File: src/rtl/core/point_rotation_about_reference_unit_assert.svh
// Assertion macros for the point rotation unit.
// Used by point_rotation_about_reference_unit.sv; no other dependencies.
`ifndef POINT_ROTATION_ABOUT_REFERENCE_UNIT_ASSERT_SVH
`define POINT_ROTATION_ABOUT_REFERENCE_UNIT_ASSERT_SVH

// Same-cycle implication, disabled while reset is held.
`define PRAU_ASSERT_IMPL(label, clk, rst_n, ante, cons, msg) \
    label: assert property (@(posedge clk) disable iff (!rst_n) (ante) |-> (cons)) \
        else $error(msg);

// Delayed implication: the consequent is checked later, at the delay given by n.
`define PRAU_ASSERT_DELAY(label, clk, rst_n, ante, n, cons, msg) \
    label: assert property (@(posedge clk) disable iff (!rst_n) (ante) |-> ##n (cons)) \
        else $error(msg);

`endif

File: src/rtl/core/prau_pkg.sv
// Package for the point rotation unit: widths, item and pipeline types,
// elaboration-time arctangent table and inverse CORDIC gain. No dependencies.
`timescale 1ns / 1ps

package prau_pkg;

    localparam int COORD_WIDTH = 24;
    localparam int ANGLE_WIDTH = 16;
    localparam int STAGES      = 16;

    // Differences are scaled up by GUARD bits; the scaled difference always
    // takes 59 bits, plus room for negation and CORDIC growth.
    localparam int GUARD       = 58 - COORD_WIDTH;
    localparam int XY_W        = 62;
    localparam int Z_W         = ANGLE_WIDTH + 32;
    localparam int R_W         = ANGLE_WIDTH - 2;
    localparam int STAGE_IDX_W = $clog2(STAGES);
    localparam int HI_W        = XY_W - 32;
    localparam int SUM_W       = XY_W + 1;
    localparam int LATENCY     = STAGES + 5;

    localparam logic [32:0] PI_Q30 = 33'h0_C90F_DAA2;
    localparam logic [63:0] PI_Q60 = 64'h3243_F6A8_885A_308D;
    localparam logic [ANGLE_WIDTH-1:0] EIGHTH = ANGLE_WIDTH'(1) << (ANGLE_WIDTH - 3);

    localparam logic signed [COORD_WIDTH-1:0] COORD_MAX = {1'b0, {(COORD_WIDTH-1){1'b1}}};
    localparam logic signed [COORD_WIDTH-1:0] COORD_MIN = {1'b1, {(COORD_WIDTH-1){1'b0}}};

    // Quadrant codes after the eighth-turn offset.
    localparam logic [1:0] QUAD_0 = 2'd0;
    localparam logic [1:0] QUAD_1 = 2'd1;
    localparam logic [1:0] QUAD_2 = 2'd2;
    localparam logic [1:0] QUAD_3 = 2'd3;

    typedef struct packed {
        logic signed [COORD_WIDTH-1:0] point_x;
        logic signed [COORD_WIDTH-1:0] point_y;
        logic signed [COORD_WIDTH-1:0] pivot_x;
        logic signed [COORD_WIDTH-1:0] pivot_y;
        logic        [ANGLE_WIDTH-1:0] turn_angle;
    } t_in_item;

    typedef struct packed {
        logic signed [COORD_WIDTH-1:0] rotated_x;
        logic signed [COORD_WIDTH-1:0] rotated_y;
        logic                          overflow;
    } t_out_item;

    // Data handed from cell to cell along the chain.
    typedef struct packed {
        logic                          valid;
        logic signed [XY_W-1:0]        x;
        logic signed [XY_W-1:0]        y;
        logic signed [Z_W-1:0]         z;
        logic signed [COORD_WIDTH-1:0] pivot_x;
        logic signed [COORD_WIDTH-1:0] pivot_y;
    } t_cell_bus;

    typedef logic [STAGES-1:0][Z_W-1:0] t_atan_tab;

    // Shift-subtract division, elaboration only.
    function automatic logic [63:0] udiv64(input logic [63:0] num, input logic [63:0] den);
        logic [64:0] rem;
        logic [63:0] quo;
        rem = '0;
        quo = '0;
        for (int b = 63; b >= 0; b--) begin
            rem = {rem[63:0], num[b]};
            if (rem >= {1'b0, den}) begin
                rem    = rem - {1'b0, den};
                quo[b] = 1'b1;
            end
        end
        return quo;
    endfunction

    // atan(2^-i) in Q61 radians, odd power series with truncated terms.
    function automatic logic [63:0] atan_q61(input int i);
        logic signed [63:0] sum;
        logic [63:0]        term;
        sum = '0;
        if (i == 0) begin
            return PI_Q60 >> 1;
        end
        for (int k = 0; k < 32; k++) begin
            if (i * (2 * k + 1) <= 61) begin
                term = udiv64(64'd1 << (61 - i * (2 * k + 1)), 64'(2 * k + 1));
                if ((k & 1) != 0) begin
                    sum = sum - signed'(term);
                end else begin
                    sum = sum + signed'(term);
                end
            end
        end
        return sum;
    endfunction

    function automatic t_atan_tab build_atan();
        t_atan_tab  tab;
        logic [63:0] full;
        for (int i = 0; i < STAGES; i++) begin
            full   = atan_q61(i) >> (32 - ANGLE_WIDTH);
            tab[i] = full[Z_W-1:0];
        end
        return tab;
    endfunction

    function automatic logic [63:0] isqrt64(input logic [63:0] val);
        logic [63:0] n;
        logic [63:0] res;
        logic [63:0] one;
        n   = val;
        res = '0;
        one = 64'd1 << 62;
        for (int j = 0; j < 32; j++) begin
            if (one > n) begin
                one = one >> 2;
            end
        end
        for (int j = 0; j < 32; j++) begin
            if (one != '0) begin
                if (n >= res + one) begin
                    n   = n - (res + one);
                    res = (res >> 1) + one;
                end else begin
                    res = res >> 1;
                end
                one = one >> 2;
            end
        end
        return res;
    endfunction

    // 1/K in Q31, rounded, for the given stage count.
    function automatic logic [31:0] inv_gain_q31();
        logic [63:0] k2;
        logic [63:0] kq;
        logic [63:0] quo;
        k2 = 64'd1 << 60;
        for (int i = 0; i < STAGES; i++) begin
            k2 = k2 + (k2 >> (2 * i));
        end
        kq  = isqrt64(k2);
        quo = udiv64((64'd1 << 61) + (kq >> 1), kq);
        return quo[31:0];
    endfunction

    localparam t_atan_tab   ATAN_TAB = build_atan();
    localparam logic [31:0] KINV     = inv_gain_q31();

endpackage

File: src/rtl/core/prau_cell.sv
// One CORDIC micro-rotation cell of the rotation chain.
// Depends on prau_pkg (bus type, arctangent table).
`timescale 1ns / 1ps

module prau_cell (
    input  logic                                i_clk,
    input  logic                                i_rst_n,
    input  logic [prau_pkg::STAGE_IDX_W-1:0]    i_stage,
    input  prau_pkg::t_cell_bus                 i_bus,
    output prau_pkg::t_cell_bus                 o_bus
);

    logic signed [prau_pkg::XY_W-1:0] xs;
    logic signed [prau_pkg::XY_W-1:0] ys;
    logic signed [prau_pkg::Z_W-1:0]  step;
    prau_pkg::t_cell_bus              n_data;
    prau_pkg::t_cell_bus              r_data;
    logic                             r_valid;

    assign xs   = i_bus.x >>> i_stage;
    assign ys   = i_bus.y >>> i_stage;
    assign step = signed'(prau_pkg::ATAN_TAB[i_stage]);

    // Rotate toward zero residual angle; both updates use the old x and y.
    always_comb begin
        n_data = i_bus;
        if (!i_bus.z[prau_pkg::Z_W-1]) begin
            n_data.x = i_bus.x - ys;
            n_data.y = i_bus.y + xs;
            n_data.z = i_bus.z - step;
        end else begin
            n_data.x = i_bus.x + ys;
            n_data.y = i_bus.y - xs;
            n_data.z = i_bus.z + step;
        end
    end

    always_ff @(posedge i_clk) begin
        if (!i_rst_n) begin
            r_valid <= 1'b0;
        end else begin
            r_valid <= i_bus.valid;
        end
    end

    always_ff @(posedge i_clk) begin
        r_data <= n_data;
    end

    always_comb begin
        o_bus       = r_data;
        o_bus.valid = r_valid;
    end

endmodule

File: config.mk
export PLATFORM = sky130hd
export DESIGN_NAME = prau_cell
export DESIGN_NICKNAME = d
export VERILOG_FILES = /design/src/rtl/core/point_rotation_about_reference_unit_assert.svh /design/src/rtl/core/prau_pkg.sv /design/src/rtl/core/prau_cell.sv
export SDC_FILE = /design/constraint.sdc
export NUM_CORES = 1
export LEC_CHECK = 0
export ABC_AREA = 1
export BUFFER_PORTS_ARGS = -buffer_cell sky130_fd_sc_hd__clkbuf_2
export CAP_MARGIN = 20
export CORE_ASPECT_RATIO = 1.5
export CORE_UTILIZATION = 45
export CTS_CLUSTER_SIZE = 30
export DETAILED_ROUTE_END_ITERATION = 10
export PLACE_DENSITY = 0.71
export SYNTH_ARGS = -nofsm -noshare
export SYNTH_HDL_FRONTEND = slang
export SYNTH_SLANG_ARGS = --single-unit
File: constraint.sdc
create_clock -name i_clk -period 7.6 [get_ports i_clk]
set_clock_uncertainty 0.05 [all_clocks]
set_input_delay 2.28 -clock i_clk [delete_from_list [all_inputs] [get_ports i_clk]]
set_output_delay 2.28 -clock i_clk [all_outputs]
set_load 0.01 [all_outputs]
# Yosys cells after proc, flatten, opt, wreduce, memory -nomap -nowiden
# Memories as Yosys holds them, arrays and structs flattened.
# Cells that the tools add are included.
dict set report op_classes {
  n_addsub 6
  n_lt_le_gt_ge 1
  n_shift 2
  mux 2
}
# operator n
set ops {}
lappend ops {{two-way mux 172 bit} 1}
lappend ops {{adder 62 bit} 2}
lappend ops {{>>> shifter 62 x 4 -> 62 bit} 2}
lappend ops {{subtractor 62 bit} 2}
lappend ops {{adder 48 bit} 1}
lappend ops {{two-way mux 48 bit} 1}
lappend ops {{subtractor 48 bit} 1}
lappend ops {{less-than comparator 4 x 5 -> 1 bit (second input constant)} 1}
dict set report totals {
  register_bits 221
  romBits 768
  input_bits 227
  output_inout_bits 221
  wordCells 18
  n_memories 1
}
# name depth word_bits rd rd_ports_with_merged_regs wr line_no
set mem_list {}
lappend mem_list {{(name not given)} 16 48 1 0 0 prau_cell.sv:22} ;# assign step = signed'(prau_pkg::ATAN_TAB[i_stage]);

# Longest topological paths before layout
# Gate-level depths: netlist of the first run.
dict set report depth {
  depth_word 4
  mapped_depth 35
  mapped_depth_nobuf 32
}

# Worst setup path before layout of the first run
# OpenSTA, ideal clock, no wires.
dict set report synth_timing {
  path_type {input to register}
  startpoint {input i_stage[0] in the netlist's numbering}
  endpoint {register r_data, in the netlist o_bus[202]}
  setup_ps 72
  arrival_ps 5781
  required_time_ps 7478
  setup_slack_ps 1698
  stages 30
  n_path_buf 3
  cell_sequence {buf_6 > inv_2 > buf_6 > buf_6 > nand2_1 > nand3_1 > nand3_1 > nand2_1 > nand2_1 > nand3_1 > inv_1 > ha_1 > nand2_1 > nor2_2 > nand2_2 > nor2_4 > nand2_1 > nand2_1 > xor2_1 > inv_1 > ha_1 > nand2_1 > nor2_1 > inv_1 > nor2_1 > nand3_1 > o21ai_0 > a21boi_0 > o21ai_0 > xor2_1}
}
# item line_no
set synth_rtl {}
lappend synth_rtl {{from (decl)} prau_cell.sv:8} ;# input logic [prau_pkg::STAGE_IDX_W-1:0] i_stage,
lappend synth_rtl {{to (signal assigned)} prau_cell.sv:47} ;# r_data <= n_data;
lappend synth_rtl {{to (decl)} prau_cell.sv:17} ;# prau_pkg::t_cell_bus r_data;

==> results of run 1 <==
[per-stage QoR]
step / util (%) / hold WS [ps] / setup slack (ps) / instances
global route: 52.8 / 1710 / 69.1 / 6227
finish: 52.8 / 1730 / 396 / 6228
floorplan: - / 2260 / 1700 / 4959
detailed placement: 51.5 / 2330 / 14.7 / 6177
CTS: 52.8 / 1700 / 615 / 6219
global placement: 51.5 / 2330 / 37.9 / 6177
[cell usage in the layout, fill, tap and decap left out, types with 125 or more instances in the layout]
| cell | count |
|---|---|
| dfxtp_1 | 221 |
| nand3_1 | 750 |
| nor2_1 | 572 |
| xor2_1 | 209 |
| inv_1 | 456 |
| a21oi_1 | 250 |
| buf_4 | 125 |
| clkbuf_2 | 442 |
| nand2_1 | 1576 |
| o21ai_0 | 205 |
| ha_1 | 190 |
[how the worst max path moves through the flow]
| stage | slack (ps) | startpoint | to | cells past startpoint |
|---|---|---|---|---|
| 5_1_grt | 70 | i_stage[1] | o_bus[202]$_DFF_P_ | 25 |
| 3_3_place_gp | 40 | i_stage[1] | o_bus[202]$_DFF_P_ | 25 |
| 6_report | 400 | i_stage[1] | o_bus[202]$_DFF_P_ | 25 |
| 2_1_floorplan | 1700 | i_stage[0] | o_bus[202]$_DFF_P_ | 30 |
| 4_1_cts | 620 | i_stage[1] | o_bus[202]$_DFF_P_ | 25 |
| 3_5_place_dp | 10 | i_stage[1] | o_bus[202]$_DFF_P_ | 25 |
[critical path, stage by stage]
cell and delay, ps:
buf_4 110, buf_12 290, buf_4 370, nand3_1 170, nand3_1 180, nand2_1 140, nand2_1 80, nand2_1 140
nor2_1 160, nand2_1 90, nor2_1 170, nand2_1 230, nor2_2 390, inv_2 110, nand2_1 200, xor2_1 260
ha_1 350, a21oi_1 220, o21ai_0 180, a21oi_1 210, a21boi_0 180, o21ai_0 260, a21boi_0 440, o21ai_0 180
xor2_1 160
[registers in the layout, summed over array words and instances (netlist names)]
register / count
r_valid: 1
o_bus: 220
[power breakdown]
part	internal (mW)	switching, mW
clock network	0.664	0.543
registers	1.58	0.126
logic	1.32	2.52
[area by class of cell]
cell class	count	area share, %
repair buffers	578	10.4
clock inverters	14	0.495
flip-flops and latches	221	13.7
well taps	791	3.06
multi-input cells	4123	65.0
diodes	9	0.0697
inverters	464	5.43
clock buffers	28	1.93
[per-layer routing]
layer,vias to the layer above,track usage [%],part of all wire [%]
li1,17200,-,-
met1,15800,39.2,35
met2,1458,72.6,50
met3,497,6.25,6.0
met4,14,34.8,9.7
met5,-,0,0.078
[kinds of logic after synthesis]
group | Yosys count | share of synthesized area [%]
xor gates and xnor gates | 265 | 8.31
AOI/OAI and AO/OA | 612 | 12.2
DFF | 221 | 15.8
and+or+nand+nor | 3053 | 46.0
adders and majority gates | 193 | 8.73
buffers and inverters | 615 | 8.95
==> out/metrics.cfg, run 1 <==
[run_status]
status = complete, no violations

[synthesis]
yosys-top-cells-area = nand2_1 21%, dfxtp_1 16%, nand3_1 13%, ha_1 8.5%, nor2_1 7.7%
ys_types = 52
synth_nets = 5379
synth_warnings = 0
synth_most_common_cell = nand2_1
yosys-top-cells-count = 1576 x nand2_1, 750 x nand3_1, 572 x nor2_1
synth-seq-cells = 221
synthArstFlopShare_pct = 0
synthFlopType = dfxtp_1
synth-edff-count = 0
synth_top_area_share_pct = 21.2
syn_area_per_cell_um2 = 5.63
synth-seq-area-share_pct = 15.8
synth_top_area_cell = nand2_1
synthCells = 4959
syn_area_um2 = 27900

[final_layout]
drive_gt1_share_pct = 12.6
stdcell_area_um2 = 32300
multiInputGateArea_um2 = 21000
layout.area.seq_um2 = 4420
final_net_count = 5831
area_delta_synth_final_pct = 15.8
fill_cells = 6762

[die]
ios = 448
die_x_um = 205
dieArea_um2 = 63100
die_h_um = 307
rows = 111
initial_core_util_pct = 45.6
core_um2 = 61200

[routing]
wl_per_cell_um = 20.8
dr.pass1.iters = 6
drt-total-wl_um = 130000
viasPerCell = 5.61
drc = 0
ant_nets = 0
dr_total_vias = 34900
drtIter0Drc = 2647

[clock_tree]
cts.repair.resized = 0
clk_pin_slew_ps = 60
cts_max_level = 1
cts_buffers = 23
cts_tree = built
cts_buffer_depth = 3
cts_setup_buffers = 0
clock-sinks = 221
ctsHoldBuffers = 0
root_buffer = clkbuf_16

[hold_path]
hold_class = primary input to flip-flop
hold_depth = 1
hold_start = i_bus[3]
hold_end = o_bus[3]$_DFF_P_

[worst_setup_path]
crit_type = primary input to flip-flop
startpoint_type = primary input
arrival_ps = 7630
critPathMaxFanout = 82
end_kind = flip-flop
critPathRequiredTime_ps = 8020

[sta]
rsz0062_at_grt = false
fin_tns_setup_ps = 0
tightest_slew_ps = 797
timing.slew.headroom_pct = 46.3
period_needed_ps = 7200
drv_slew = 0
finalHoldViolCount = 0
fmax_mhz = 139
setup_viol = 0
post-route-period-util_pct = 94.8

[place]
gp_congestion = 1.04
placed_area_um2 = 31500
port_buffers = 447
dpl.hpwl_um = 112000

[pwr]
power_mw = 6.75
power.leakage_nw = 16.8
peakVddDrop_mv = 0.237
p_per_area_nw_per_um2 = 209

[global_routing]
grt_max_degree = 127
grt_pass1_vias = 33800
grt_overflow = 0
antenna_found_initial = 15
grtUsageTotal_pct = 40.1
grt_first_pass_wirelength_um = 190000

[job]
max_cap_violations = 0

No activity file was read; power rests on OpenSTA's default activity.
==> inputs of run 2 (changes only) <==
--- a/config.mk
+++ b/config.mk
@@ -6,10 +6,11 @@
 export NUM_CORES = 1
 export LEC_CHECK = 0
 export ABC_AREA = 1
-export BUFFER_PORTS_ARGS = -buffer_cell sky130_fd_sc_hd__clkbuf_2
+export BUFFER_PORTS_ARGS = -buffer_cell sky130_fd_sc_hd__buf_2
 export CAP_MARGIN = 20
 export CORE_ASPECT_RATIO = 1.5
 export CORE_UTILIZATION = 45
+export CTS_CLUSTER_DIAMETER = 30
 export CTS_CLUSTER_SIZE = 30
 export DETAILED_ROUTE_END_ITERATION = 10
 export PLACE_DENSITY = 0.71
==> out/metrics.cfg, run 2 (synthesis gave the netlist of run 1 again) <==
[global_routing]
grt_max_degree = 127  ; unchanged
grt_first_pass_wirelength_um = 193000  ; +1.7%
antenna_found_initial = 18  ; +3
grtUsageTotal_pct = 40.8  ; +0.68 points
grt_pass1_vias = 34600  ; +2.3%
grt_overflow = 0  ; unchanged

[worst_setup_path]
startpoint_type = primary input
critPathRequiredTime_ps = 8010  ; about the same
critPathBufInv = 5  ; +1
critPathSlowestCell = nor4_1
arrival_ps = 7520  ; -110 ps
cp_num_cells = 25  ; unchanged
crit_type = primary input to flip-flop
critPathMaxStageDelay_ps = 900  ; +460 ps
path_common_cell = nand2_1
critPathMaxFanout = 65  ; -21%
end_kind = flip-flop
crit_family = simple AND/OR/NAND/NOR gates

[hold_path]
hold_class = primary input to flip-flop
hold_depth = 1  ; unchanged

[routing]
dr.pass1.iters = 7  ; +1
wl_per_cell_um = 21.1  ; +1.2%
drc = 0  ; unchanged
viasPerCell = 5.64  ; +0.59%
drtIter0Drc = 2848  ; +7.6%
dr_total_vias = 35300  ; +1.0%
ant_nets = 0  ; unchanged
drt-total-wl_um = 132000  ; +1.6%

[die]
initial_core_util_pct = 45.6  ; unchanged
ios = 448  ; unchanged
rows = 111  ; unchanged
die_x_um = 205  ; unchanged
core_um2 = 61200  ; unchanged
dieArea_um2 = 63100  ; unchanged
die_h_um = 307  ; unchanged

[sta]
period_needed_ps = 7110  ; -93.9 ps
fmax_mhz = 141  ; +1.3%
tightest_slew_ps = 1040  ; +244 ps
post-route-period-util_pct = 93.5  ; -1.2 points
holdWs_ps = 1730  ; +8.41 ps
fin_ws_ps = 490  ; +93.9 ps
fin_tns_setup_ps = 0  ; unchanged
drv_slew = 0  ; unchanged
finalHoldViolCount = 0  ; unchanged
setup_viol = 0  ; unchanged
timing.slew.headroom_pct = 29.9  ; -16 points
rsz0062_at_grt = false

[final_layout]
drive_gt1_share_pct = 12.9  ; +0.32 points
final_net_count = 5843  ; +0.21%
largest_reg_flops = 220  ; unchanged
fill_cells = 6725  ; -0.55%
layout_commonest_cell = nand2_1
area_delta_synth_final_pct = 17.6
final_cell_mix = 1576 x nand2_1, 750 x nand3_1, 572 x nor2_1

[clock_tree]
clock-sinks = 221  ; unchanged
cts_tree = built
cts.repair.resized = 0  ; unchanged
cts_setup_buffers = 0  ; unchanged
cts_max_level = 2  ; +1
cts_buffers = 36  ; +57%
ctsHoldBuffers = 0  ; unchanged
root_buffer = clkbuf_16
cts_buffer_depth = 3  ; unchanged
clk_pin_slew_ps = 60  ; about the same

[pwr]
p_per_area_nw_per_um2 = 221  ; +5.7%
peakVddDrop_mv = 0.203  ; -14%
power.leakage_nw = 16.9  ; +0.73%

[place]
dpl.hpwl_um = 113000  ; +1.0%
gp_congestion = 1.05  ; +0.44%
place_ws_ps = 318  ; +303 ps
port_buffers = 447  ; unchanged

[job]
max_cap_violations = 0  ; unchanged

[run_status]
status = complete, no violations

run 2: where the power goes:
part	switching (mW)	internal (mW)
logic	2.53	1.33
clock network	0.674	1.02
registers	0.117	1.58
total	3.32	3.92
run 2: cell type report:
type	instances	area [µm²]	area share, %
Multi-Input combinational cell	4123	21000	64.0
Clock inverter	24	312	0.949
Timing Repair Buffer	577	3390	10.3
Inverter	464	1750	5.34
Clock buffer	41	930	2.83
Antenna cell	14	35.0	0.107
Tap cell	791	990	3.01
Sequential cell	221	4420	13.5
run 2: path summary, 6_finish.rpt:
check	startpoint	end
setup / recovery	i_stage[0]	o_bus[150]$_DFF_P_
hold / removal	i_bus[1]	o_bus[1]$_DFF_P_
run 2: metal layers:
metal	global-route usage [%]	part of all wire [%]	up-vias
li1	-	-	17200
met1	39.8	35	16000
met2	73.3	49	1510
met3	6.44	5.9	530
met4	36.7	10	10
met5	0	0.055	-
run 2: per-stage QoR:
step           power, mW  cell area, µm²  util (%)  cells
3_5_place_dp        5.49           31600      51.5   6176
2_1_floorplan       4.02           27900         -   4959
4_1_cts             7.21           32800      53.5   6241
6_report            7.25           32800      53.6   6255
5_1_grt             7.69           32800      53.6   6250
3_3_place_gp        5.50           31600      51.5   6176
