--- src/rtl/core/point_rotation_about_reference_unit_assert.svh ---
// Assertion macros for the point rotation unit.
// Used by point_rotation_about_reference_unit.sv; no other dependencies.
`ifndef POINT_ROTATION_ABOUT_REFERENCE_UNIT_ASSERT_SVH
`define POINT_ROTATION_ABOUT_REFERENCE_UNIT_ASSERT_SVH

// Same-cycle implication, disabled while reset is held.
`define PRAU_ASSERT_IMPL(label, clk, rst_n, ante, cons, msg) \
    label: assert property (@(posedge clk) disable iff (!rst_n) (ante) |-> (cons)) \
        else $error(msg);

// Delayed implication: the consequent is checked later, at the delay given by n.
`define PRAU_ASSERT_DELAY(label, clk, rst_n, ante, n, cons, msg) \
    label: assert property (@(posedge clk) disable iff (!rst_n) (ante) |-> ##n (cons)) \
        else $error(msg);

`endif

--- src/rtl/core/prau_pkg.sv ---
// Package for the point rotation unit: widths, item and pipeline types,
// elaboration-time arctangent table and inverse CORDIC gain. No dependencies.
`timescale 1ns / 1ps

package prau_pkg;

    localparam int COORD_WIDTH = 24;
    localparam int ANGLE_WIDTH = 16;
    localparam int STAGES      = 16;

    // Differences are scaled up by GUARD bits; the scaled difference always
    // takes 59 bits, plus room for negation and CORDIC growth.
    localparam int GUARD       = 58 - COORD_WIDTH;
    localparam int XY_W        = 62;
    localparam int Z_W         = ANGLE_WIDTH + 32;
    localparam int R_W         = ANGLE_WIDTH - 2;
    localparam int STAGE_IDX_W = $clog2(STAGES);
    localparam int HI_W        = XY_W - 32;
    localparam int SUM_W       = XY_W + 1;
    localparam int LATENCY     = STAGES + 5;

    localparam logic [32:0] PI_Q30 = 33'h0_C90F_DAA2;
    localparam logic [63:0] PI_Q60 = 64'h3243_F6A8_885A_308D;
    localparam logic [ANGLE_WIDTH-1:0] EIGHTH = ANGLE_WIDTH'(1) << (ANGLE_WIDTH - 3);

    localparam logic signed [COORD_WIDTH-1:0] COORD_MAX = {1'b0, {(COORD_WIDTH-1){1'b1}}};
    localparam logic signed [COORD_WIDTH-1:0] COORD_MIN = {1'b1, {(COORD_WIDTH-1){1'b0}}};

    // Quadrant codes after the eighth-turn offset.
    localparam logic [1:0] QUAD_0 = 2'd0;
    localparam logic [1:0] QUAD_1 = 2'd1;
    localparam logic [1:0] QUAD_2 = 2'd2;
    localparam logic [1:0] QUAD_3 = 2'd3;

    typedef struct packed {
        logic signed [COORD_WIDTH-1:0] point_x;
        logic signed [COORD_WIDTH-1:0] point_y;
        logic signed [COORD_WIDTH-1:0] pivot_x;
        logic signed [COORD_WIDTH-1:0] pivot_y;
        logic        [ANGLE_WIDTH-1:0] turn_angle;
    } t_in_item;

    typedef struct packed {
        logic signed [COORD_WIDTH-1:0] rotated_x;
        logic signed [COORD_WIDTH-1:0] rotated_y;
        logic                          overflow;
    } t_out_item;

    // Data handed from cell to cell along the chain.
    typedef struct packed {
        logic                          valid;
        logic signed [XY_W-1:0]        x;
        logic signed [XY_W-1:0]        y;
        logic signed [Z_W-1:0]         z;
        logic signed [COORD_WIDTH-1:0] pivot_x;
        logic signed [COORD_WIDTH-1:0] pivot_y;
    } t_cell_bus;

    typedef logic [STAGES-1:0][Z_W-1:0] t_atan_tab;

    // Shift-subtract division, elaboration only.
    function automatic logic [63:0] udiv64(input logic [63:0] num, input logic [63:0] den);
        logic [64:0] rem;
        logic [63:0] quo;
        rem = '0;
        quo = '0;
        for (int b = 63; b >= 0; b--) begin
            rem = {rem[63:0], num[b]};
            if (rem >= {1'b0, den}) begin
                rem    = rem - {1'b0, den};
                quo[b] = 1'b1;
            end
        end
        return quo;
    endfunction

    // atan(2^-i) in Q61 radians, odd power series with truncated terms.
    function automatic logic [63:0] atan_q61(input int i);
        logic signed [63:0] sum;
        logic [63:0]        term;
        sum = '0;
        if (i == 0) begin
            return PI_Q60 >> 1;
        end
        for (int k = 0; k < 32; k++) begin
            if (i * (2 * k + 1) <= 61) begin
                term = udiv64(64'd1 << (61 - i * (2 * k + 1)), 64'(2 * k + 1));
                if ((k & 1) != 0) begin
                    sum = sum - signed'(term);
                end else begin
                    sum = sum + signed'(term);
                end
            end
        end
        return sum;
    endfunction

    function automatic t_atan_tab build_atan();
        t_atan_tab  tab;
        logic [63:0] full;
        for (int i = 0; i < STAGES; i++) begin
            full   = atan_q61(i) >> (32 - ANGLE_WIDTH);
            tab[i] = full[Z_W-1:0];
        end
        return tab;
    endfunction

    function automatic logic [63:0] isqrt64(input logic [63:0] val);
        logic [63:0] n;
        logic [63:0] res;
        logic [63:0] one;
        n   = val;
        res = '0;
        one = 64'd1 << 62;
        for (int j = 0; j < 32; j++) begin
            if (one > n) begin
                one = one >> 2;
            end
        end
        for (int j = 0; j < 32; j++) begin
            if (one != '0) begin
                if (n >= res + one) begin
                    n   = n - (res + one);
                    res = (res >> 1) + one;
                end else begin
                    res = res >> 1;
                end
                one = one >> 2;
            end
        end
        return res;
    endfunction

    // 1/K in Q31, rounded, for the given stage count.
    function automatic logic [31:0] inv_gain_q31();
        logic [63:0] k2;
        logic [63:0] kq;
        logic [63:0] quo;
        k2 = 64'd1 << 60;
        for (int i = 0; i < STAGES; i++) begin
            k2 = k2 + (k2 >> (2 * i));
        end
        kq  = isqrt64(k2);
        quo = udiv64((64'd1 << 61) + (kq >> 1), kq);
        return quo[31:0];
    endfunction

    localparam t_atan_tab   ATAN_TAB = build_atan();
    localparam logic [31:0] KINV     = inv_gain_q31();

endpackage

--- src/rtl/core/prau_prep.sv ---
// Front stage: pivot subtraction, quarter-turn swap and residual angle.
// Depends on prau_pkg.
`timescale 1ns / 1ps

module prau_prep (
    input  logic                i_clk,
    input  logic                i_rst_n,
    input  logic                i_valid,
    input  prau_pkg::t_in_item  i_item,
    output prau_pkg::t_cell_bus o_bus
);

    localparam int CW    = prau_pkg::COORD_WIDTH;
    localparam int AW    = prau_pkg::ANGLE_WIDTH;
    localparam int XW    = prau_pkg::XY_W;
    localparam int ZW    = prau_pkg::Z_W;
    localparam int GD    = prau_pkg::GUARD;
    localparam int EXT_W = XW - (CW + 1) - GD;

    logic signed [CW:0]                dx;
    logic signed [CW:0]                dy;
    logic signed [XW-1:0]              sx;
    logic signed [XW-1:0]              sy;
    logic        [AW-1:0]              a_adj;
    logic        [1:0]                 quad;
    logic signed [prau_pkg::R_W-1:0]   resid;
    prau_pkg::t_cell_bus               n_data;
    prau_pkg::t_cell_bus               r_data;
    logic                              r_valid;

    assign dx = {i_item.point_x[CW-1], i_item.point_x} - {i_item.pivot_x[CW-1], i_item.pivot_x};
    assign dy = {i_item.point_y[CW-1], i_item.point_y} - {i_item.pivot_y[CW-1], i_item.pivot_y};
    assign sx = {{EXT_W{dx[CW]}}, dx, {GD{1'b0}}};
    assign sy = {{EXT_W{dy[CW]}}, dy, {GD{1'b0}}};

    // Offset by an eighth turn so the residual is centered on the quadrant.
    assign a_adj = i_item.turn_angle + prau_pkg::EIGHTH;
    assign quad  = a_adj[AW-1 -: 2];
    assign resid = {~a_adj[AW-3], a_adj[AW-4:0]};

    always_comb begin
        n_data         = '0;
        n_data.valid   = i_valid;
        n_data.z       = ZW'(resid) * ZW'(signed'(prau_pkg::PI_Q30));
        n_data.pivot_x = i_item.pivot_x;
        n_data.pivot_y = i_item.pivot_y;
        case (quad)
            prau_pkg::QUAD_1: begin
                n_data.x = -sy;
                n_data.y = sx;
            end
            prau_pkg::QUAD_2: begin
                n_data.x = -sx;
                n_data.y = -sy;
            end
            prau_pkg::QUAD_3: begin
                n_data.x = sy;
                n_data.y = -sx;
            end
            default: begin
                n_data.x = sx;
                n_data.y = sy;
            end
        endcase
    end

    always_ff @(posedge i_clk) begin
        if (!i_rst_n) begin
            r_valid <= 1'b0;
        end else begin
            r_valid <= i_valid;
        end
    end

    always_ff @(posedge i_clk) begin
        r_data <= n_data;
    end

    always_comb begin
        o_bus       = r_data;
        o_bus.valid = r_valid;
    end

endmodule

--- config.mk ---
export PLATFORM = sky130hd
export DESIGN_NAME = prau_prep
export DESIGN_NICKNAME = d
export VERILOG_FILES = /design/src/rtl/core/point_rotation_about_reference_unit_assert.svh /design/src/rtl/core/prau_pkg.sv /design/src/rtl/core/prau_prep.sv
export SDC_FILE = /design/constraint.sdc
export NUM_CORES = 1
export LEC_CHECK = 0
export BUFFER_PORTS_ARGS = -buffer_cell sky130_fd_sc_hd__buf_2
export CAP_MARGIN = 20
export CORE_MARGIN = 2
export CORE_UTILIZATION = 30
export DETAILED_ROUTE_END_ITERATION = 8
export PLACE_DENSITY = 0.52
export SLEW_MARGIN = 5
export SYNTH_ARGS = -nofsm -noshare
export SYNTH_HDL_FRONTEND = slang
export SYNTH_SLANG_ARGS = --single-unit
--- constraint.sdc ---
create_clock -name i_clk -period 6.8 [get_ports i_clk]
set_clock_uncertainty 0.1 [all_clocks]
set_input_delay 1.02 -clock i_clk [delete_from_list [all_inputs] [get_ports i_clk]]
set_output_delay 1.02 -clock i_clk [all_outputs]
set_load 0.05 [all_outputs]
# [After elaboration in Yosys (flattened, before gate mapping)]
# Cells that the tools add are included.
[classes] mux=1 bitwise=1 addsub=5 multipliers=1 eq_ne=3
[op_table] cell="$pmux 124 s3" count=1
[op_table] cell="$neg 59->62" count=2
[op_table] cell="$sub 24x24->25" count=2
[op_table] cell="$mul 14x32->46 const B" count=1
[op_table] cell="$add 16x14->16 const B" count=1
[op_table] cell="$eq 2x2->1 const B" count=2
[op_table] cell="$eq 2x1->1 const B" count=1
[op_table] cell="$not 1->1" count=1
[word_totals] out_inout_bits=221 word_cells=17 in_bits=115 reg_bits=220

# [Depth between registers and ports, before layout]
# Gate-level depths: netlist of the first run.
[depth] word_depth=3 mapped_depth=24 depth_no_buf=23

# [Worst setup path before layout of the first run]
# Ideal clock, no wire load.
[synth_timing] path_kind="input port to flip-flop" startpoint="input i_item[2] (netlist name)" endpoint="register r_data (netlist bit o_bus[93])" t_required_ps=6628 setup_time_ps=72 setup_slack_ps=-69 t_arrival_ps=6697 stages=19 path_buffers=0 cell_sequence="fa_1 -> inv_1 -> fa_1 -> inv_1 -> fa_1 -> fa_1 -> fa_1 -> fa_1 -> ha_1 -> a21o_1 -> a21o_1 -> a211oi_1 -> o311ai_0 -> a211o_1 -> a311o_1 -> a211o_1 -> a41o_1 -> a21oi_1 -> xnor2_1"
[synth_rtl] item="start: declaration" line_no="prau_prep.sv:9" text="input prau_pkg::t_in_item i_item,"
[synth_rtl] item="end signal: assignment" line_no="prau_prep.sv:76" text="r_data <= n_data;"
[synth_rtl] item="end: declaration" line_no="prau_prep.sv:28" text="prau_pkg::t_cell_bus r_data;"

==> flow_summary.json, run 1 <==
{
  "endpoint_kind": "flip-flop",
  "hold_ws_ns": 0.5443,
  "finalHoldViolCount": 0,
  "place_area_um2": 18180,
  "grt_pass1_wl_um": 68460,
  "synth_edf_count": 0,
  "cts.sinks": 151,
  "ctsHtreeMaxLevel": 4,
  "die_w_um": 231.4,
  "nNetsFinal": 2542,
  "status": "complete, no violations",
  "crit_slowest_cell": "fa_2",
  "cpPeakStageDelay_ns": 0.64,
  "core-area_um2": 51200,
  "finalSetupViolations": 0,
  "synth_warnings": 0,
  "fin_util_pct": 36.95,
  "ant_nets": 0,
  "hold_buffers": 0,
  "period_share_pct": 98.06,
  "grtUsageTotal_pct": 16.64,
  "peakVddDrop_mv": 0.6292,
  "hpwl_um": 36730,
  "fin_crit_ns": 6.668,
  "antenna_found_initial": 7,
  "grt_overflow": 0,
  "final_max_slew_viol_count": 0,
  "cts.clk_slew.worst_paths_ns": 0.07,
  "path_delay_family": "adder cells",
  "start_util_pct": 30.29,
  "worstHoldPathCells": 1,
  "crit_required_ns": 7.11,
  "stdcell_area_um2": 18920,
  "cp-start-kind": "input pin",
  "hold_class": "input pin to flip-flop",
  "power_leakage_nw": 9.575,
  "max_freq_mhz": 150.0,
  "tightest_slew_ns": 1.073,
  "avgRoutedWirePerCell_um": 15.81,
  "ys_types": 78,
  "relSlewSlack_pct": 27.95,
  "place.gp.congestion": 0.9023,
  "synth_area_per_cell_um2": 9.064,
  "seq_area_frac_synth_pct": 19.49,
  "critical_path_class": "input pin to flip-flop",
  "grt_max_degree": 62,
  "powerDensity_nw_per_um2": 557.5,
  "cts_made_buffers": 17,
  "rsz0062_at_grt": "no",
  "pin_count": 336,
  "clock_path_buffers": 2,
  "grt_pass1_vias": 12570,
  "netlist_area_um2": 15510,
  "drive_above_1_share_pct": 22.25,
  "first_iter_violations": 752,
  "io_buffers": 266,
  "gr-max-usage-layer": "met1",
  "worstPathMaxFanout": 4,
  "antenna_cells": 0,
  "whs_endpoint": "o_bus[10]",
  "synth-async-reset-ratio_pct": 0,
  "drv_cap": 0,
  "n_fill_cell": 5254,
  "drt_pass1_iterations": 5,
  "synth_seq_cells": 151,
  "drc": 0,
  "die_y_um": 231.4,
  "dr_total_vias": 12840,
  "use_met3_pct": 3.629,
  "cp_data_arrival_time_ns": 6.97,
  "dieArea_um2": 53530,
  "path_cells": "buf_2 > fa_2 > inv_2 > fa_1 > inv_1 > fa_1 > fa_1 > fa_1 > fa_1 > ha_4 > a21o_1 > a21o_1 > a211oi_2 > o311ai_2 > a211o_1 > a311o_1 > a211o_1 > a41o_1 > a21oi_2 > xnor2_1",
  "cts-root-buf": "clkbuf_16",
  "worst-path-buf-inv": 3,
  "synthFlopType": "dfxtp_1",
  "use_met1_pct": 24.45,
  "vias_per_cell": 4.642,
  "hold_start": "i_item[26]",
  "synthCells": 1711,
  "fp-row-count": 83,
  "finalSetupTns_ns": 0,
  "crit_path_frequent_cell": "fa_1",
  "routed_wirelength_um": 43710,
  "grt_use_met2_pct": 24.37,
  "cts_tree": "built",
  "syn2layout_area_growth_pct": 21.99
}
==> layout by cell type, fill, tap and decap left out, types with 8 or more instances in the layout <==
master	n
nand2b_1	9
buf_4	117
xnor2_1	89
a211o_1	8
nand2_1	69
buf_2	266
or2_2	8
o21a_1	11
dfxtp_1	151
conb_1	69
or3_1	9
nand4_1	12
a21o_1	31
nor2b_1	14
xor2_1	46
nand3_1	27
nor2_1	99
clkbuf_16	17
a211oi_1	16
mux2i_1	21
o211ai_1	10
and2_1	16
nor3_1	17
inv_1	259
fa_1	131
and3_1	15
a31oi_1	21
a21oi_1	101
ha_1	217
o21ai_0	52
==> worst max-delay path by stage <==
stage	startpoint	to	slack, ns	depth (start not counted)
finish	i_item[4]	o_bus[93]	0.13	20
global route	i_item[4]	o_bus[93]	0.005	20
CTS	i_item[2]	o_bus[94]	0.03	24
detailed placement	i_item[2]	o_bus[94]	-0.70	23
global placement	i_item[2]	o_bus[94]	-0.63	23
floorplan	i_item[2]	o_bus[93]	-0.01	19
==> final cells by class <==
cell class,count,area [µm²],area share [%]
Clock buffer,19,442.9,2.341
Sequential cell,151,3023,15.98
Multi-Input combinational cell,1256,11220,59.31
Clock inverter,13,160.2,0.8465
Timing Repair Buffer,385,2241,11.84
Tap cell,680,850.8,4.497
Inverter,261,979.7,5.178
==> registers in the layout, summed over array words and instances (netlist names) <==
register / cells
o_bus: 150
r_valid: 1
==> logic make-up after synthesis <==
| family | count (synthesis) | synth area share (%) |
|---|---|---|
| xor+xnor | 137 | 7.737 |
| fa+ha+maj | 355 | 35.03 |
| simple gates | 335 | 11.11 |
| compound gates | 336 | 14.13 |
| flops | 151 | 19.49 |
| buf+inv | 372 | 10.75 |
| other cells | 1 | 0.02418 |
| mux | 24 | 1.718 |
==> layer usage <==
layer	routed length, µm	part of all wire, %
met1	21940	50
met2	18690	43
met3	2540	5.8
met4	493	1.1
met5	47	0.11
==> synth_stat cells, types with 21 or more instances <==
master | instances | share of area, %
inv_1 | 260 | 6.3
ha_1 | 223 | 18
dfxtp_1 | 151 | 19
fa_1 | 132 | 17
a21oi_1 | 104 | 3.4
nor2_1 | 99 | 2.4
xnor2_1 | 90 | 5.1
buf_4 | 72 | 3.5
nand2_1 | 69 | 1.7
o21ai_0 | 56 | 1.8
xor2_1 | 47 | 2.7
clkbuf_1 | 35 | 0.85
a21o_1 | 31 | 1.5
nand3_1 | 28 | 0.90
a31oi_1 | 22 | 0.89
mux2i_1 | 21 | 1.4
==> power by group <==
| group | internal, mW | switching [mW] | total, mW |
|---|---|---|---|
| sequential | 1.22 | 0.0757 | 1.29 |
| clock | 0.561 | 0.457 | 1.02 |
| combinational | 3.39 | 4.84 | 8.24 |
| total | 5.17 | 5.38 | 10.5 |
==> per-stage QoR <==
step | setup slack, ns | std cells | total power, mW
floorplan | -0.01358 | 1779 | 6.628
global placement | -0.6286 | 2730 | 9.190
detailed placement | -0.7031 | 2730 | 9.203
CTS | 0.03394 | 2763 | 10.42
global route | 0.005391 | 2765 | 11.52
finish | 0.1320 | 2765 | 10.55
==> what timing repair did <==
item	in CTS	in global routing
setup endpoints to repair	5	7
pin swaps	1	22
gates resized for setup	5	17
buffers inserted	1	1
No activity file was read; power rests on OpenSTA's default activity.
==> inputs of run 2 (changes only) <==
--- a/config.mk
+++ b/config.mk
@@ -10,7 +10,7 @@
 export CORE_MARGIN = 2
 export CORE_UTILIZATION = 30
 export DETAILED_ROUTE_END_ITERATION = 8
-export PLACE_DENSITY = 0.52
+export PLACE_DENSITY = 0.5
 export SLEW_MARGIN = 5
 export SYNTH_ARGS = -nofsm -noshare
 export SYNTH_HDL_FRONTEND = slang
==> constraint.sdc (replaced) <==
create_clock -name i_clk -period 6.76 [get_ports i_clk]
set_clock_uncertainty 0.1 [all_clocks]
set_input_delay 1.014 -clock i_clk [delete_from_list [all_inputs] [get_ports i_clk]]
set_output_delay 1.014 -clock i_clk [all_outputs]
set_load 0.05 [all_outputs]
==> flow_summary.json, run 2 (synthesis gave the netlist of run 1 again) <==
{
  "tightest_slew_ns": 1.034,
  "nNetsFinal": 2540,
  "endpoint_kind": "flip-flop",
  "finalSetupViolations": 0,
  "cp-start-kind": "input pin",
  "critical_path_class": "input pin to flip-flop",
  "cts-root-buf": "clkbuf_16",
  "period_share_pct": 98.26,
  "peakVddDrop_mv": 0.6821,
  "layout_commonest_cell": "buf_2",
  "grtUsageTotal_pct": 16.83,
  "fp-row-count": 83,
  "hold_class": "input pin to flip-flop",
  "routed_wirelength_um": 44200,
  "die_y_um": 231.4,
  "final_cell_mix": "266 x buf_2, 259 x inv_1, 217 x ha_1",
  "dr_total_vias": 12840,
  "dieArea_um2": 53530,
  "start_util_pct": 30.29,
  "hpwl_um": 37270,
  "pin_count": 336,
  "final_max_slew_viol_count": 0,
  "vias_per_cell": 4.643,
  "avgRoutedWirePerCell_um": 15.98,
  "io_buffers": 266,
  "multi_input_area_um2": 11210,
  "cp_data_arrival_time_ns": 6.95,
  "relSlewSlack_pct": 30.52,
  "worstPathMaxFanout": 4,
  "drt_pass1_iterations": 5,
  "first_iter_violations": 824,
  "cts_made_buffers": 17,
  "drc": 0,
  "syn2layout_area_growth_pct": 22.05,
  "powerDensity_nw_per_um2": 559.6,
  "antenna_found_initial": 5,
  "grt_pass1_wl_um": 68740,
  "grt_pass1_vias": 12700,
  "ant_nets": 0,
  "power_leakage_nw": 9.584,
  "regArea_um2": 3023,
  "n_fill_cell": 5294,
  "cts.clk_slew.worst_paths_ns": 0.08,
  "status": "complete, no violations",
  "die_w_um": 231.4,
  "largest_reg_flops": 150,
  "place_area_um2": 18190,
  "clock_path_buffers": 2,
  "ctsHtreeMaxLevel": 4,
  "core-area_um2": 51200,
  "place.gp.congestion": 0.9352,
  "cts_tree": "built",
  "stdcell_area_um2": 18930,
  "finalHoldViolCount": 0,
  "max_freq_mhz": 150.5,
  "grt_max_degree": 62,
  "drive_above_1_share_pct": 22.13,
  "drv_cap": 0,
  "cts.sinks": 151,
  "fin_util_pct": 36.97,
  "crit_required_ns": 7.07,
  "fin_crit_ns": 6.643,
  "grt_overflow": 0
}
==> run 2: cell count changes in the layout (fill, tap and decap cells not counted), moves of 2 or more <==
cell,before,now
buf_4,117,114
inv_8,3,6
clkinvlp_4,3,1
diode_2,0,2
==> run 2: stage by stage <==
stage	worst slack, ns	cells	hold WS (ns)	setup TNS (ns)	power, mW
after floorplan	-0.04758	1779	0.9417	-0.04758	6.667
after global placement	-0.6779	2728	1.031	-4.499	9.296
after detailed placement	-0.7126	2728	1.032	-5.019	9.244
after CTS	0.03720	2761	0.4842	0	10.51
after global routing	-0.002930	2764	0.4998	-0.002930	11.56
final	0.1173	2765	0.5379	0	10.59
==> run 2: worst max-delay path, cell delays in order <==
cell      delay (ns)
buf_2           0.12
fa_2            0.63
inv_2           0.07
fa_1            0.48
inv_1           0.05
fa_1            0.51
fa_1            0.43
fa_1            0.54
inv_1           0.05
fa_1            0.49
inv_1           0.07
ha_4            0.26
a21o_1          0.18
a211oi_2        0.24
o311ai_2        0.17
a211o_1         0.36
a311o_1         0.42
a211o_1         0.35
a41o_1          0.26
a21oi_2         0.13
xnor2_1         0.12
==> run 2: cell type report <==
class | count | share of cell area [%]
clock buffer | 18 | 2.267
antenna | 2 | 0.02644
clock inverter | 14 | 0.9453
timing repair buffer | 383 | 11.91
tap | 680 | 4.495
sequential | 151 | 15.97
multi-input combinational | 1256 | 59.21
inverter | 261 | 5.176
==> run 2: timing repair <==
item | CTS | global route
gates resized for setup | 6 | 13
endpoints found under the setup margin | 4 | 7
pin swaps | 4 | 22
hold buffers | 0 | 0
setup buffers | 1 | 1
cloned | 0 | 0
==> run 2: power by group <==
part | total [mW] | leakage (nW) | internal (mW) | switching, mW
registers | 1.31 | 1.27 | 1.22 | 0.0815
logic | 8.26 | 8.01 | 3.42 | 4.83
clock network | 1.03 | 0.297 | 0.561 | 0.469
total | 10.6 | 9.58 | 5.21 | 5.38
==> run 2: metal layers <==
layer,routed length [µm],vias to the layer above,share of wire (%),track usage (%)
met5,27,-,0.061,0
met4,855,4,1.9,4.899
met3,2513,35,5.7,3.445
met2,18370,349,42,24.33
met1,22430,6091,51,24.96
li1,-,6360,-,-
==> run 2: path summary, 6_finish.rpt <==
path	end	cells past startpoint	start
worst max-delay path	o_bus[93]	21	i_item[3]
worst min-delay path	o_bus[29]	1	i_item[45]
